==> src/rtl/cusc_pkg.sv <==
// ----------------------------------------------------------------------------
// cusc_pkg
// Shared types and constants of the color unmixing simplex clip unit.
// ----------------------------------------------------------------------------
package cusc_pkg;

   localparam int LAYERS     = 4;
   localparam int CHAN_W     = 16;
   localparam int COEF_W     = 16;
   localparam int ROW_W      = 64;
   localparam int PROD_W     = 33;   // signed 17 x signed 16
   localparam int RAW_W      = 36;   // raw weight, 28 fraction bits, signed
   localparam int NSUM_W     = 37;   // sum of negative weights, signed
   localparam int DEN_W      = 36;   // divisor 2^28 - S, unsigned
   localparam int REM_W      = 49;   // kept weight shifted left by 16
   localparam int QUO_BITS   = 19;   // 18 result bits plus overflow bit
   localparam int DSH_W      = DEN_W + QUO_BITS - 1;
   localparam int WEIGHT_W   = 18;
   localparam int COUNT_W    = 3;

   localparam logic signed [NSUM_W-1:0] ONE_Q28 = NSUM_W'(64'sd268435456);

   typedef enum logic [1:0] {
      REG_ROW_RED   = 2'd0,
      REG_ROW_GREEN = 2'd1,
      REG_ROW_BLUE  = 2'd2,
      REG_ROW_UNIT  = 2'd3
   } reg_index_type;

   // One stage of the shared restoring divider, all four layers side by side
   typedef struct packed {
      logic [DSH_W-1:0]                   dshift;
      logic [COUNT_W-1:0]                 count;
      logic [LAYERS-1:0][REM_W-1:0]       rem;
      logic [LAYERS-1:0][QUO_BITS-1:0]    quo;
   } div_stage_type;

   // Signed Q3.12 coefficient of layer j from a packed row
   function automatic logic signed [COEF_W-1:0] coef_of(
      input logic [ROW_W-1:0] row, input int j);
      coef_of = signed'(row[COEF_W*j +: COEF_W]);
   endfunction

endpackage

==> src/rtl/cusc_div_step.sv <==
// ----------------------------------------------------------------------------
// cusc_div_step
// One quotient bit of the four-lane restoring divider, registered.
// ----------------------------------------------------------------------------
module cusc_div_step
   import cusc_pkg::*;
(
   input  logic          clock,
   input  logic          reset,
   input  logic          advance,
   input  logic          in_valid,
   input  div_stage_type in_stage,
   output logic          out_valid,
   output div_stage_type out_stage
);

   logic          valid_ff;
   div_stage_type stage_ff, stage_in;

   always_comb begin
      logic ge;
      stage_in        = in_stage;
      stage_in.dshift = in_stage.dshift >> 1;
      for (int j = 0; j < LAYERS; j++) begin
         ge = (DSH_W'(in_stage.rem[j]) >= in_stage.dshift);
         if (ge) begin
            stage_in.rem[j] = REM_W'(DSH_W'(in_stage.rem[j]) - in_stage.dshift);
         end
         stage_in.quo[j] = {in_stage.quo[j][QUO_BITS-2:0], ge};
      end
   end

   always_ff @(posedge clock) begin
      if (reset) begin
         valid_ff <= 1'b0;
      end else if (advance) begin
         valid_ff <= in_valid;
      end
   end

   always_ff @(posedge clock) begin
      if (advance) begin
         stage_ff <= stage_in;
      end
   end

   assign out_valid = valid_ff;
   assign out_stage = stage_ff;

endmodule

==> config.mk <==
export PLATFORM = sky130hd
export DESIGN_NAME = cusc_div_step
export DESIGN_NICKNAME = d
export VERILOG_FILES = /design/src/rtl/cusc_pkg.sv /design/src/rtl/cusc_div_step.sv
export SDC_FILE = /design/constraint.sdc
export NUM_CORES = 1
export LEC_CHECK = 0
export BUFFER_PORTS_ARGS = -buffer_cell sky130_fd_sc_hd__clkbuf_2
export CAP_MARGIN = 5
export CELL_PAD_IN_SITES_DETAIL_PLACEMENT = 0
export CELL_PAD_IN_SITES_GLOBAL_PLACEMENT = 1
export CORE_ASPECT_RATIO = 1.1
export CORE_MARGIN = 8
export CORE_UTILIZATION = 36
export DETAILED_ROUTE_END_ITERATION = 6
export MAX_ROUTING_LAYER = met4
export PLACE_DENSITY_LB_ADDON = 0.1
export RECOVER_POWER = 50
export SETUP_SLACK_MARGIN = 0.02
export SYNTH_ARGS = -nofsm -noshare
export SYNTH_HDL_FRONTEND = slang
export SYNTH_SLANG_ARGS = --single-unit
==> constraint.sdc <==
create_clock -name clock -period 4.36 [get_ports clock]
set_clock_uncertainty 0.15 [all_clocks]
set_input_delay 0.872 -clock clock [delete_from_list [all_inputs] [get_ports clock]]
set_output_delay 0.872 -clock clock [all_outputs]
set_load 0.01 [all_outputs]
Word-level counts from Yosys, hierarchy flattened:

Index checks and enable logic that the tools add are counted.

* bits in registers: 329

* add/subtract/negate cells: 4
* $lt $le $gt $ge: 4
* muxes and demuxes: 4

Operators with widths (count)
* greater-or-equal comparator 49 x 54 -> 1 bit: 4
* two-way mux 49 bit: 4
* subtractor 49 bit: 4

Longest topological paths before layout:

Gate-level depths: netlist of the first run.

* depth in word-level cells: 2
* gate-level depth with buffers: 17

Worst setup path after synthesis of the first run:

Ideal clock, no wire load.

* kind: in2reg
* start point: input port in_stage[125] (netlist name)
* end point: register stage_ff (netlist bit out_stage[126]), data pin
* library setup time: 260 ps
* arrival time: 3807 ps
* required time: 3950 ps
* path slack: 143 ps
* stages on the path: 15
* path buffers: 1
* cells stage by stage: inv_1 > ha_1 > inv_1 > fa_1 > a21o_1 > a221oi_2 > o21ai_2 > a211o_2 > a311oi_2 > o31ai_2 > a41oi_2 > o31ai_1 > o211ai_2 > buf_6 > mux2_2

RTL lines
* from (decl): RTL line cusc_div_step.sv:12 `input div_stage_type in_stage,`
* to (signal assigned): RTL line cusc_div_step.sv:43 `stage_ff <= stage_in;`
* to (decl): RTL line cusc_div_step.sv:18 `div_stage_type stage_ff, stage_in;`

==> results of run 1 <==
cells by family after synthesis:
group           after synthesis  synth area share
compound gates              824            0.2213
xor+xnor                    177           0.06726
fa+ha+maj                   200            0.1099
buf+inv                     208           0.03642
flops                       329            0.4282
mux                          13          0.006188
other cells                   1         0.0001627
simple gates                652            0.1307
state kept, by name (all words and copies together) (netlist names):
| signal | flops |
|---|---|
| out_stage | 328 |
| out_valid | 1 |
metal layers:
| layer | vias up | wire length [um] | part of all wire | GRT usage |
|---|---|---|---|---|
| li1 | 11027 | - | - | - |
| met1 | 10866 | 43310 | 0.44 | 0.3353 |
| met2 | 715 | 46300 | 0.47 | 0.4341 |
| met3 | 125 | 5822 | 0.059 | 0.04814 |
| met4 | 0 | 3388 | 0.034 | 0.08617 |
| met5 | - | 0 | 0 | - |
timing repair:
| item | CTS | global route |
|---|---|---|
| gates resized for setup | 0 | 2 |
| setup endpoints to repair | 0 | 1 |
| buffers inserted | 0 | 0 |
synthesized netlist by cell type, types with 22 or more instances:
cell        n
and3_1     36
edfxtp_1  328
o21ai_0   285
a211oi_1   22
nor3_1     22
a21o_1    124
nand4_1    44
nor2b_1    25
nand2_1   310
nand3_1    49
xnor2_1   105
inv_1     102
a21oi_1   196
xor2_1     72
o21bai_1   38
a31oi_1    30
nor2_1     96
ha_1      196
clkbuf_1   81
metrics by stage:
stage	instance area, um^2	utilization	std cells	hold WS, ns	power (W)
global route	31480	0.4960	4313	0.2952	0.01077
CTS	31630	0.4983	4302	0.2712	0.01038
detailed placement	30380	0.4786	4228	0.3393	0.007075
finish	31490	0.4961	4315	0.3179	0.01026
floorplan	23050	-	2404	0.3779	0.005523
global placement	30380	0.4786	4228	0.3251	0.007056
report_power, final:
group	total, W	switching (W)	internal (W)	leakage (nW)
Sequential	0.00388	0.0000979	0.00378	3.22
Clock	0.00324	0.00143	0.00181	0.596
Combinational	0.00314	0.00177	0.00138	11.0
Total	0.0103	0.00329	0.00696	14.8
worst min path at each step:
stage	from	end	slack (ns)	depth (start not counted)
final	reset	out_valid	0.32	2
after CTS	reset	out_valid	0.27	2
after global placement	out_valid	out_valid	0.33	2
after floorplan	out_valid	out_valid	0.38	2
after global routing	in_stage[8]	out_stage[9]	0.30	1
after detailed placement	out_valid	out_valid	0.34	2
layout make-up:
cell class / instances / area [um^2] / share of cell area
diodes: 13 / 32.53 / 0.001033
clock buffers: 50 / 1060 / 0.03366
multi-input cells: 1867 / 12370 / 0.3927
flip-flops and latches: 329 / 9869 / 0.3134
repair buffers: 1089 / 6539 / 0.2077
inverters: 102 / 382.9 / 0.01216
clock inverters: 24 / 187.7 / 0.005960
well taps: 841 / 1052 / 0.03342
cell usage in the layout (no fill, tap or decap), drive strengths merged, types with 38 or more instances in the layout:
cell / synthesis / final
a21o: 124 / 124
a21oi: 196 / 196
buf: 24 / 423
clkbuf: 82 / 716
edfxtp: 328 / 328
ha: 196 / 196
inv: 102 / 104
nand2: 310 / 310
nand3: 49 / 49
nand4: 44 / 44
nor2: 96 / 96
o21ai: 293 / 293
o21bai: 38 / 38
xnor2: 105 / 105
xor2: 72 / 72
critical path: cells and delay by family:
kind / cells / cell delay, ns
AO/OA/AOI/OAI: 9 / 1.91
buffers and inverters: 4 / 0.71
adder cells (fa/ha/maj): 1 / 0.33
AND/OR/NAND/NOR: 1 / 0.30
XOR/XNOR: 1 / 0.24
==> out/results.txt, run 1 <==
Mean Syn Cell Area = 9.588 um^2
largest net degree at the start of global routing = 85
Worst R2R End = out_valid
via count = 22,733
Synth-to-Final Area Change = 36.61%
ANT nets after route = 0
Post-Syn Nets = 2,937
Post-Route Setup TNS = 0 ns
Fmax = 0.2378 GHz
CORE AREA = 63,470 um^2
slowest stage delay, CP = 0.50 ns
drt first pass iters = 7
VDD IR max = 0.2512 mV
Yosys warning count = 0
area share of the largest cell type after synthesis = 0.4273
CTS tree = built
Synth async-reset ratio = 0
CTS Sinks = 329
post-detailed-route wirelength per cell = 22.90 um
global-route wire length before repair = 143,400 um
Distinct cells, synth = 75
CP Data Required Time = 4.52 ns
vias in the first global route = 22,896
Die Wd = 257.3 um
Initial Util = 0.3631
failing checks = max-capacitance violations, max-slew violations
Reg2Reg Depth = 2
Die ar. = 72,390 um^2
Crit Path Max Fanout = 4
I/O pin total = 663
dpl hpwl = 84,340 um
EDFF count, synth = 328
critical-path cell list = clkbuf_1 -> inv_1 -> ha_1 -> a21oi_1 -> a21boi_0 -> or2_2 -> o31ai_1 -> buf_4 -> a221oi_1 -> a21oi_1 -> o211a_1 -> o22ai_1 -> o41ai_1 -> buf_4 -> xor2_1 -> o21ai_0
post-route setup slack = 0.1555 ns
Leak = 14.77 nW
clk_lat worst skew = 0.57 ns
Worst Setup SP = in_stage[282]
reg2reg setup slack = 3.62 ns
Tmin final = 4.205 ns
Cell Rows = 97
Vias/cell = 5.268
dpl ws = -0.3890 ns
kind of critical path = in2reg
RSZ-0062 raised after global routing = false
sequential area share after synthesis = 0.4282
routed wire length = 98,820 um
RR Startpoint = out_valid
TritonCTS Buffers = 41
Tcrit/Tclk final = 0.9643
H-tree levels = 2
clk root buf = clkbuf_16
Hold Crit Class = in2reg
CP endpoint kind = flip-flop
Area contributors post-synth = edfxtp_1 (43%), ha_1 (11%), o21ai_0 (6.2%), nand2_1 (5.0%), a21oi_1 (4.3%)
crit start category = input port
antenna violations before repair = 12
synthesized flop and latch total = 329
Slew HR = -0.5625
Final #Nets = 3,963
Worst Path Arrival = 4.37 ns
GP Congestion = 0.9419
initial DRC count = 1,425
FILL cells = 6,196
Worst-Margin Slew = 2.344 ns
overflow left after global routing = 0
dominant cell type by area after synthesis = edfxtp_1
Syn Inst Count = 2,404
Max Slew Vio Count = 148
Total Routing Usage GR = 0.2667
IO Port Bufs = 657
Max-Cap Viols = 2
Final setup viols = 0
pwr dens = 325.7 nW/um^2
proportion of layout cells with a drive suffix above 1 = 0.3184
final hold violation count = 0
chip height = 281.4 um
# hold bufs at CTS = 0
DRC Markers = 0
worst setup path end = out_stage[264]
clock slew at reported path FFs = 0.06 ns
Clock Tree Buf Depth = 3
Synth Cell Area = 23,050 um^2
CP max stage cell = o41ai_1
ys flop type = edfxtp_1
run status = finished with violations
(Power assumes the default switching activity.)
==> run 2, diff against run 1 <==
CORE_ASPECT_RATIO = default   (was 1.1)
CORE_UTILIZATION = 40   (was 36)
clock period = 4.25 ns   (was 4.36 ns; I/O delays follow)
==> run 2 against run 1 <==
Compared with the run above:
- the flow still finishes with violations (max-capacitance violations, max-slew violations)
- critical endpoint is now out_stage[134]
- routed wire length down 3.6%
- final cell count shrank 2.2%
- count of clock-buffer cells in the layout rose by 5
- critical path type unchanged
- largest power group unchanged
- highest routed layer unchanged
- clock power up 7.1%
==> out/results.txt, run 2 (same netlist as run 1, synthesis figures left out) <==
run status = finished with violations
failing checks = max-capacitance violations, max-slew violations
global routing usage on met2 = 0.4637 (+0.02958)
TritonCTS Buffers = 40 (-2.4%)
FILL cells = 5,316 (-14%)
final hold violation count = 0 (unchanged)
final design utilization = 0.5484 (+0.05236)
dpl hpwl = 81,160 um (-3.8%)
Leak = 14.79 nW (+0.13%)
routed wire length = 95,270 um (-3.6%)
kind of critical path = in2reg
Crit Path Max Fanout = 14 (+10)
post-detailed-route wirelength per cell = 22.57 um (-1.5%)
slowest stage delay, CP = 0.41 ns (-0.09 ns)
clk root buf = clkbuf_16
Worst Setup SP = in_stage[276]
Fmax = 0.2402 GHz
Hold Slack = 0.2961 ns (-0.02182 ns)
I/O pin total = 663 (unchanged)
Sequential Area = 9869 um^2 (unchanged)
most frequent cells in the layout = clkbuf_2 (572), buf_4 (403), edfxtp_1 (328)
ANT nets after route = 0 (unchanged)
Cell Rows = 88 (-9.3%)
global-route wire length before repair = 139,500 um (-2.8%)
CTS Sinks = 329 (unchanged)
Placed Cells = 4,139 (-2.1%)
Reg2Reg Depth = 2 (unchanged)
GP Congestion = 1.049 (+11%)
DRC Markers = 0 (unchanged)
crit start category = input port
pwr dens = 339.0 nW/um^2 (+4.1%)
Die Wd = 256.1 um (-0.47%)
Initial Util = 0.4018 (+0.03867)
Multi-input gate area = 12,400 um^2 (+0.28%)
CP endpoint kind = flip-flop
antenna violations before repair = 8 (-4)
H-tree levels = 2 (unchanged)
Vias/cell = 5.415 (+2.8%)
reg2reg setup slack = 3.49 ns (-0.13 ns)
VDD IR max = 0.3153 mV (+25%)
fin cells = 4,222 (-2.2%)
via count = 22,864 (+0.58%)
Tmin final = 4.164 ns
max reg flops = 328 (unchanged)
Most Crowded Layer GR = met2
largest net degree at the start of global routing = 84 (-1.2%)
WP buf/inv = 5 (+1)
IO Port Bufs = 657 (unchanged)
chip height = 256.1 um (-9.0%)
most common cell after layout, fill and taps aside = clkbuf_2
Final setup viols = 0 (unchanged)
# hold bufs at CTS = 0 (unchanged)
vias in the first global route = 22,650 (-1.1%)
initial DRC count = 1,941 (+36%)
Slew HR = -0.2464 (+0.3161)
clk_lat worst skew = 0.57 ns (about the same)
Worst R2R End = out_valid
critical-path cell list = clkbuf_2 -> clkinvlp_4 -> buf_12 -> buf_4 -> fa_1 -> a21o_1 -> a221oi_2 -> o21ai_2 -> a211o_2 -> a311oi_2 -> o31ai_2 -> a41oi_2 -> o31ai_2 -> o211ai_4 -> buf_12 -> mux2_2
Final #Nets = 3,953 (-0.25%)
CP Data Required Time = 4.42 ns (-0.10 ns)
proportion of layout cells with a drive suffix above 1 = 0.3189 (+0.0005279)
Total Routing Usage GR = 0.2829 (+0.01617)
worst setup path end = out_stage[134]
drt first pass iters = 5 (-2)
Max-Cap Viols = 3 (+1)
Post-Route Setup TNS = 0 ns (unchanged)
CP max stage cell = fa_1
Max Slew Vio Count = 177 (+20%)
CORE AREA = 57,370 um^2 (-9.6%)
Clock Tree Buf Depth = 3 (unchanged)
CP top delay family = compound AO/OA/AOI/OAI gates
met1 Use GR = 0.3590 (+0.02372)
clock slew at reported path FFs = 0.06 ns (about the same)
CTS tree = built
Synth-to-Final Area Change = 36.49% (about the same)
GR Util met3 = 0.05155 (+0.003404)
RSZ-0062 raised after global routing = false
Die ar. = 65,560 um^2 (-9.4%)
overflow left after global routing = 0 (unchanged)
Hold Crit Class = in2reg
critical path depth = 16 (unchanged)
Tcrit/Tclk final = 0.9797
Worst Path Arrival = 4.33 ns (-0.04 ns)
Worst-Margin Slew = 1.870 ns (-0.4741 ns)
RR Startpoint = out_valid
run 2: changes by cell type in the layout (fill, tap and decap cells not counted), sizes merged:
cell	previous run	this run
clkbuf	716	718
diode	13	8
inv	104	102
buf	423	417
clkinv	17	9
bufinv	1	3
run 2: worst min path at each step:
| stage | startpoint | slack (ns) | end | depth (start not counted) |
|---|---|---|---|---|
| floorplan | out_valid | 0.38 | out_valid | 2 |
| global placement | out_valid | 0.32 | out_valid | 2 |
| detailed placement | out_valid | 0.34 | out_valid | 2 |
| CTS | reset | 0.27 | out_valid | 2 |
| global route | reset | 0.28 | out_valid | 2 |
| finish | reset | 0.30 | out_valid | 2 |
run 2: routing by layer:
metal / vias to the layer above / share of wire
met5: - / 0
met4: 0 / 0.024
met3: 112 / 0.062
met2: 799 / 0.47
met1: 10967 / 0.44
li1: 10986 / -
run 2: worst register-to-register path: stages, from the launching register on:
cell and delay, ns:
dfxtp_1 0.33, mux2i_1 0.07, nor2_1 0.15
run 2: where the power goes:
part           internal, W  switching (W)
clock network      0.00207        0.00140
registers          0.00388      0.0000980
logic              0.00141        0.00181
run 2: repair_timing:
action / in CTS / in global routing
endpoints found under the setup margin: 0 / 55
gates resized for setup: 0 / 13
buffers inserted: 0 / 4
endpoints found under the hold margin: 0 / 0
run 2: final cells by class:
class,instances,share of cell area
flip-flops and latches,329,0.3137
clock inverters,16,0.005528
diodes,8,0.0006363
repair buffers,1080,0.2067
well taps,765,0.03042
inverters,102,0.01229
clock buffers,55,0.03655
multi-input cells,1867,0.3942
run 2: per-stage QoR:
step	instance area (um^2)	setup WS, ns	total power [W]
2_1_floorplan	23050	0.05469	0.005666
3_3_place_gp	30190	-0.3886	0.007205
3_5_place_dp	30190	-0.4985	0.007233
4_1_cts	31510	0.08967	0.01074
5_1_grt	31460	0.01563	0.01113
6_report	31460	0.08611	0.01067
